<file path="config.mk">
export PLATFORM = sky130hd
export DESIGN_NAME = rc_serial_frame_parser
export DESIGN_NICKNAME = d
export VERILOG_FILES = /design/src/rtl/core/rcsfp_pkg.sv /design/src/rtl/core/rc_serial_frame_parser.sv
export SDC_FILE = /design/constraint.sdc
export NUM_CORES = 1
export LEC_CHECK = 0
export BUFFER_PORTS_ARGS = -buffer_cell sky130_fd_sc_hd__buf_2
export CORE_MARGIN = 2
export CORE_UTILIZATION = 42
export CTS_CLUSTER_DIAMETER = 150
export DETAILED_ROUTE_END_ITERATION = 16
export PLACE_DENSITY = 0.64
export REMOVE_ABC_BUFFERS = 1
export SETUP_SLACK_MARGIN = 0.5
export SLEW_MARGIN = 40
export SYNTH_ARGS = -nofsm -noshare
export SYNTH_HDL_FRONTEND = slang
export SYNTH_SLANG_ARGS = --single-unit
</file>
<file path="constraint.sdc">
create_clock -name clk_i -period 8.4 [get_ports clk_i]
set_input_delay 0 -clock clk_i [delete_from_list [all_inputs] [get_ports clk_i]]
set_output_delay 0 -clock clk_i [all_outputs]
set_load 0.02 [all_outputs]
</file>
<file path="src/rtl/core/rcsfp_pkg.sv">
`timescale 1ns / 1ps

package rcsfp_pkg;

  // Frame geometry.
  localparam int unsigned FRAME_BYTES = 16;
  localparam int unsigned SERVO_WORDS = 7;

  localparam int unsigned FillW  = $clog2(FRAME_BYTES);
  localparam int unsigned SlotW  = (SERVO_WORDS > 1) ? $clog2(SERVO_WORDS) : 1;
  localparam int unsigned WordBytes = 2 + 2 * SERVO_WORDS;
  localparam int unsigned ExtBytes  = (FRAME_BYTES > WordBytes) ? FRAME_BYTES : WordBytes;

  // Known system codes.
  localparam logic [7:0] SysDsm2_1024 = 8'h01;
  localparam logic [7:0] SysDsm2_2048 = 8'h12;
  localparam logic [7:0] SysDsmx_22ms = 8'hA2;
  localparam logic [7:0] SysDsmx_11ms = 8'hB2;

  localparam logic [15:0] DropMax = 16'hFFFF;

  function automatic logic code_known(input logic [7:0] code);
    return (code == SysDsm2_1024) || (code == SysDsm2_2048) ||
           (code == SysDsmx_22ms) || (code == SysDsmx_11ms);
  endfunction

endpackage

</file>
<file path="src/rtl/core/rc_serial_frame_parser.sv">
`timescale 1ns / 1ps

// Channel  Direction  Handshake                Payload
// in       to block   in_valid_i / in_stall_o  rx_byte_i
// out      from block out_valid_o / out_stall_i fade_count_o, system_code_o, word_slot_o,
//                                              channel_number_o, servo_value_o, phase_bit_o,
//                                              last_word_o, dropped_total_o
//
// One byte is taken per cycle. The byte that completes a frame loads a word buffer, and the
// burst of servo words then leaves one per cycle from that buffer while out_stall_i is low, as
// new bytes keep arriving. The input stalls only when the closing byte of the next frame arrives
// before the burst of the previous frame has fully drained. Reset clears the fill count, the drop
// counter and the output burst; the frame byte store is not cleared.
module rc_serial_frame_parser
  import rcsfp_pkg::*;
(
  input  logic        clk_i,
  input  logic        rst_ni,
  input  logic        in_valid_i,
  output logic        in_stall_o,
  input  logic [7:0]  rx_byte_i,
  output logic        out_valid_o,
  input  logic        out_stall_i,
  output logic [7:0]  fade_count_o,
  output logic [7:0]  system_code_o,
  output logic [2:0]  word_slot_o,
  output logic [5:0]  channel_number_o,
  output logic [10:0] servo_value_o,
  output logic        phase_bit_o,
  output logic        last_word_o,
  output logic [15:0] dropped_total_o
);

  logic [7:0]       frame_q [FRAME_BYTES];
  logic [FillW-1:0] fill_q, fill_d;
  logic [15:0]      drop_q, drop_d;

  logic [15:0]      words_q [SERVO_WORDS];
  logic [7:0]       fade_q;
  logic [7:0]       sys_q;
  logic [15:0]      drop_snap_q;
  logic [SlotW-1:0] slot_q;
  logic             busy_q;

  logic       in_fire, out_fire, frame_done, last_slot;
  logic [7:0] cur_bytes [FRAME_BYTES];
  logic [7:0] ext_bytes [ExtBytes];
  logic       bad_code;

  assign last_slot  = (slot_q == SlotW'(SERVO_WORDS - 1));
  assign in_stall_o = busy_q && (fill_q == FillW'(FRAME_BYTES - 1));
  assign in_fire    = in_valid_i && !in_stall_o;
  assign out_fire   = busy_q && !out_stall_i;
  assign frame_done = in_fire && (fill_q == FillW'(FRAME_BYTES - 1));
  assign bad_code   = !code_known(rx_byte_i);

  // Frame as it stands with the incoming byte in place; bytes past the frame read as zero.
  always_comb begin
    for (int j = 0; j < FRAME_BYTES; j++) begin
      cur_bytes[j] = (fill_q == FillW'(j)) ? rx_byte_i : frame_q[j];
    end
    for (int k = 0; k < ExtBytes; k++) begin
      ext_bytes[k] = 8'h00;
    end
    for (int k = 0; k < FRAME_BYTES; k++) begin
      ext_bytes[k] = cur_bytes[k];
    end
  end

  always_comb begin
    fill_d = fill_q;
    drop_d = drop_q;
    if (in_fire) begin
      if (fill_q == FillW'(1)) begin
        if (bad_code) begin
          // Slide by one byte: the system byte becomes the new fades byte.
          if (drop_q != DropMax) begin
            drop_d = drop_q + 16'd1;
          end
        end else begin
          fill_d = FillW'(2);
        end
      end else if (frame_done) begin
        fill_d = '0;
      end else begin
        fill_d = fill_q + FillW'(1);
      end
    end
  end

  always_ff @(posedge clk_i) begin
    if (in_fire) begin
      if (fill_q == FillW'(1) && bad_code) begin
        frame_q[0] <= rx_byte_i;
      end else begin
        frame_q[fill_q] <= rx_byte_i;
      end
    end
  end

  always_ff @(posedge clk_i or negedge rst_ni) begin
    if (!rst_ni) begin
      fill_q <= '0;
      drop_q <= '0;
      busy_q <= 1'b0;
      slot_q <= '0;
    end else begin
      fill_q <= fill_d;
      drop_q <= drop_d;
      if (frame_done) begin
        busy_q <= 1'b1;
        slot_q <= '0;
      end else if (out_fire) begin
        if (last_slot) begin
          busy_q <= 1'b0;
        end else begin
          slot_q <= slot_q + SlotW'(1);
        end
      end
    end
  end

  // Word buffer: loaded at frame completion, shifted one word per delivered item.
  always_ff @(posedge clk_i) begin
    if (frame_done) begin
      fade_q      <= cur_bytes[0];
      sys_q       <= cur_bytes[1];
      drop_snap_q <= drop_q;
      for (int i = 0; i < SERVO_WORDS; i++) begin
        words_q[i] <= {ext_bytes[2 + 2 * i], ext_bytes[3 + 2 * i]};
      end
    end else if (out_fire) begin
      for (int i = 0; i < SERVO_WORDS - 1; i++) begin
        words_q[i] <= words_q[i + 1];
      end
    end
  end

  always_comb begin
    if (sys_q == SysDsm2_1024) begin
      phase_bit_o      = 1'b0;
      channel_number_o = words_q[0][15:10];
      servo_value_o    = {1'b0, words_q[0][9:0]};
    end else begin
      phase_bit_o      = words_q[0][15];
      channel_number_o = {2'b00, words_q[0][14:11]};
      servo_value_o    = words_q[0][10:0];
    end
  end

  assign out_valid_o     = busy_q;
  assign fade_count_o    = fade_q;
  assign system_code_o   = sys_q;
  assign word_slot_o     = 3'(slot_q);
  assign last_word_o     = last_slot;
  assign dropped_total_o = drop_snap_q;

`ifndef SYNTHESIS
  a_stall_only_when_busy: assert property (@(posedge clk_i) disable iff (!rst_ni)
    in_stall_o |-> out_valid_o)
    else $error("input stalled without a pending burst");

  a_burst_ends: assert property (@(posedge clk_i) disable iff (!rst_ni)
    out_valid_o && !out_stall_i && last_word_o |=> !out_valid_o)
    else $error("burst continued past its last word");

  a_burst_continues: assert property (@(posedge clk_i) disable iff (!rst_ni)
    out_valid_o && !out_stall_i && !last_word_o |=> out_valid_o)
    else $error("burst ended before its last word");

  a_drop_monotonic: assert property (@(posedge clk_i) disable iff (!rst_ni)
    drop_q >= $past(drop_q))
    else $error("drop counter decreased");
`endif

endmodule
</file>
==> summary.md <==
| Metric | Value |
|---|---|
| Syn_area_per_cell | `14.8 µm²` |
| Crit share post-route | `43.8%` |
| Die width | `173 µm` |
| DP Wirelength | `12,300 µm` |
| Largest net degree at the start of global routing | `118` |
| Clk buf depth | `3` |
| IO Port Bufs | `67` |
| Slew @ Worst Pin | `0.791 ns` |
| Ys Warns | `0` |
| Gr ovfl total | `0` |
| Crit path max fanout | `80` |
| Worst Clk Skew | `0.0131 ns` |
| Outcome | `completed` |
| DRC | `0` |
| DR top layer | `met4` |
| FF/Latch Area | `0.00877 mm²` |
| Async S/R FF share, synth | `8.11%` |
| First-pass detailed-route iteration total | `5` |
| Crit path buf inv count | `2` |
| Slew margin rel. | `47.3%` |
| Number of setup buffers added after CTS | `0` |
| CP Capture Type | `register` |
| Area Growth Syn to Fin | `13.9%` |
| Core Area | `0.0280 mm²` |
| Clock transition at the registers of the reported paths | `0.06 ns` |
| Starting Density | `42.9%` |
| H-tree Lvls | `1` |
| Synth top area share | `68.0%` |
| Final std cell area, no fill | `0.0137 mm²` |
| Cells after Synth | `814` |
| Number of DRC markers in iteration 0 | `445` |
| Antenna violations before repair | `1` |
| Register area share after synthesis | `73.0%` |
| Rows | `61` |
| Synthesized flop and latch total | `296` |
| Post-CTS sizing | `0` |
| Worst endpoint required time | `8.55 ns` |
| Reg2Reg Setup Slack | `4.72 ns` |
| Main synth FF type | `edfxtp_1` |
| Number of max-cap violations | `0` |
| Hold_buf cts | `4` |
| Fin crit period | `3.68 ns` |
| Max Fclk | `272 MHz` |
| Routed metal-1 wirelength | `9470 µm` |
| Via count | `6,358` |
| Library cells used by synthesis | `35` |
| Filler Cells Inserted | `2,383` |
| Nets@finish | `889` |
| CTS Sinks | `296` |
| Area of the multi-input gates | `0.00299 mm²` |
| Avg WL per Cell | `16.1 µm` |
| Number of global-route vias before repair | `6,207` |
| Overall power | `3.99 mW` |
| Die Ht | `173 µm` |
| Share of cells above drive strength 1 | `16.9%` |
| Slowest cell delay on critical path | `0.62 ns` |
| P per Cell Area | `291 mW/mm²` |
| Detail Route Antenna Nets | `0` |
| Global-route wire length before repair | `33,400 µm` |
| Final setup vio count | `0` |
| Setup TNS | `0 ns` |
| CTS tree | `built` |
| Synth top cells by count | `edfxtp_1 (272), nand2_1 (120), o21ai_0 (102)` |
| Num CTS Buffers | `28` |
| CP top delay family | `buffers and inverters` |
| Worst hold margin | `0.00881 ns` |
| Unrepaired setup endpoints after global routing | `false` |
| Worst-Skew Late Latency | `0.53 ns` |
| Area contributors post-synth | `edfxtp_1 (68%), mux2i_1 (8.1%), dfrtp_1 (5.0%)` |
| Final Max Tran Viols | `0` |
| Crit-path cells | `ha_1, nand2_1, nor2_4, buf_4, or2_4, buf_6` |
| GPL Wtd Cong | `0.762` |
| Cell taking the most area after synthesis | `edfxtp_1` |
| Worst min path class | `primary input to asynchronous set/reset pin` |
| DRT Wirelength | `20,500 µm` |
| Total count of hold-check failures in the final report | `0` |
| CP arrival | `3.83 ns` |
| Vias per cell | `5.00` |
| Routed wl met2 | `9690 µm` |
| Root Driver | `clkbuf_16` |
| Slowest-stage cell, CP | `buf_6` |
| Peak supply drop | `158 µV` |
| Startpoint Class | `register` |
| Leak pwr | `5.16 nW` |
| Post-synth EDFFs | `272` |
| Count leader, synth | `edfxtp_1` |
| Placed Area | `0.0127 mm²` |
| # IOs | `68` |
| Met3 wire length | `1000 µm` |
| Post-Syn Area | `0.0120 mm²` |
| Total Routing Usage GR | `13.6%` |
| Setup CP Type | `register to register` |
| Die area | `0.0300 mm²` |
where the power goes:
group	total (mW)	switching [mW]	internal [mW]
logic	0.689	0.469	0.220
registers	1.97	0.0808	1.88
clock network	1.33	0.518	0.813
per-layer routing:
metal | up-vias | GRT usage (%)
li1 | 3107 | -
met1 | 3082 | 19.1
met2 | 140 | 22.4
met3 | 29 | 2.02
met4 | 0 | 3.53
met5 | - | 0
final timing paths:
kind                                               from                          to  cells past startpoint
worst min register to register  frame_q[0][5]$_DFFE_PP_   fade_count_o[5]$_DFFE_PP_                      0
worst max register to register    fill_q[0]$_DFFE_PN0P_     words_q[0][4]$_DFFE_PP_                      6
worst min-delay path                             rst_ni  word_slot_o[2]$_DFFE_PN0P_                      2
min in group clk_i                         rx_byte_i[2]     frame_q[0][2]$_DFFE_PP_                      2
max in group asynchronous                        rst_ni      drop_q[14]$_DFFE_PN0P_                      2
worst max-delay path              fill_q[0]$_DFFE_PN0P_     words_q[0][4]$_DFFE_PP_                      6
metrics by stage:
step	std cells	util, %	setup WS (ns)
CTS	1270	48.8	4.70
detailed placement	1214	45.2	4.73
finish	1271	48.9	4.72
global route	1271	48.9	4.41
floorplan	761	-	0.263
global placement	1214	45.1	4.67
cell usage in the layout (no fill, tap or decap), drive strengths merged:
cell	synthesis	layout
xor2	16	16
nor4	6	6
clkbuf	33	33
dfrtp	24	24
nand4	6	6
ha	7	7
clkinv	0	12
o21ai	103	103
xnor2	2	2
dlygate4sd3	0	4
and2	7	7
mux2	21	21
inv	7	7
nor2	24	24
nor4b	2	2
or4	4	4
nor3	11	11
nand2	121	121
nand2b	3	3
bufinv	0	6
nor2b	5	5
or2	1	1
a21oi	3	3
diode	0	1
buf	20	75
and3	3	3
edfxtp	272	272
mux2i	97	97
clkinvlp	0	1
a31o	1	1
a31oi	2	2
nand3	13	13
logic make-up after synthesis:
group	after synthesis	share of synthesized area [%]
XOR/XNOR	18	1.31
AND/OR/NAND/NOR	206	7.82
flip-flops	296	73.0
adder cells (fa/ha/maj)	7	0.729
AO/OA/AOI/OAI	109	4.69
multiplexers	118	10.0
buffers and inverters	60	2.44
worst register-to-register path, cell delays in order, from the launching register on:
cell and delay (ns):
dfrtp_1 0.56, ha_1 0.44, nand2_1 0.41, nor2_4 0.20, buf_4 0.58, or2_4 0.40
buf_6 0.63
area by class of cell:
class / instances / share of cell area [%]
Multi-Input combinational cell: 458 / 21.8
Sequential cell: 296 / 64.1
Clock buffer: 33 / 5.41
Tap cell: 378 / 3.46
Clock inverter: 19 / 1.78
Inverter: 7 / 0.192
Timing Repair Buffer: 79 / 3.24
Antenna cell: 1 / 0.0183
sequential cells by signal, indices dropped and copies added, names as in the netlist:
register	flops
frame_q	128
words_q	112
drop_q	16
dropped_total_o	16
fade_count_o	8
system_code_o	8
fill_q	4
word_slot_o	3
out_valid_o	1
Power figures use the tool's default switching activity.
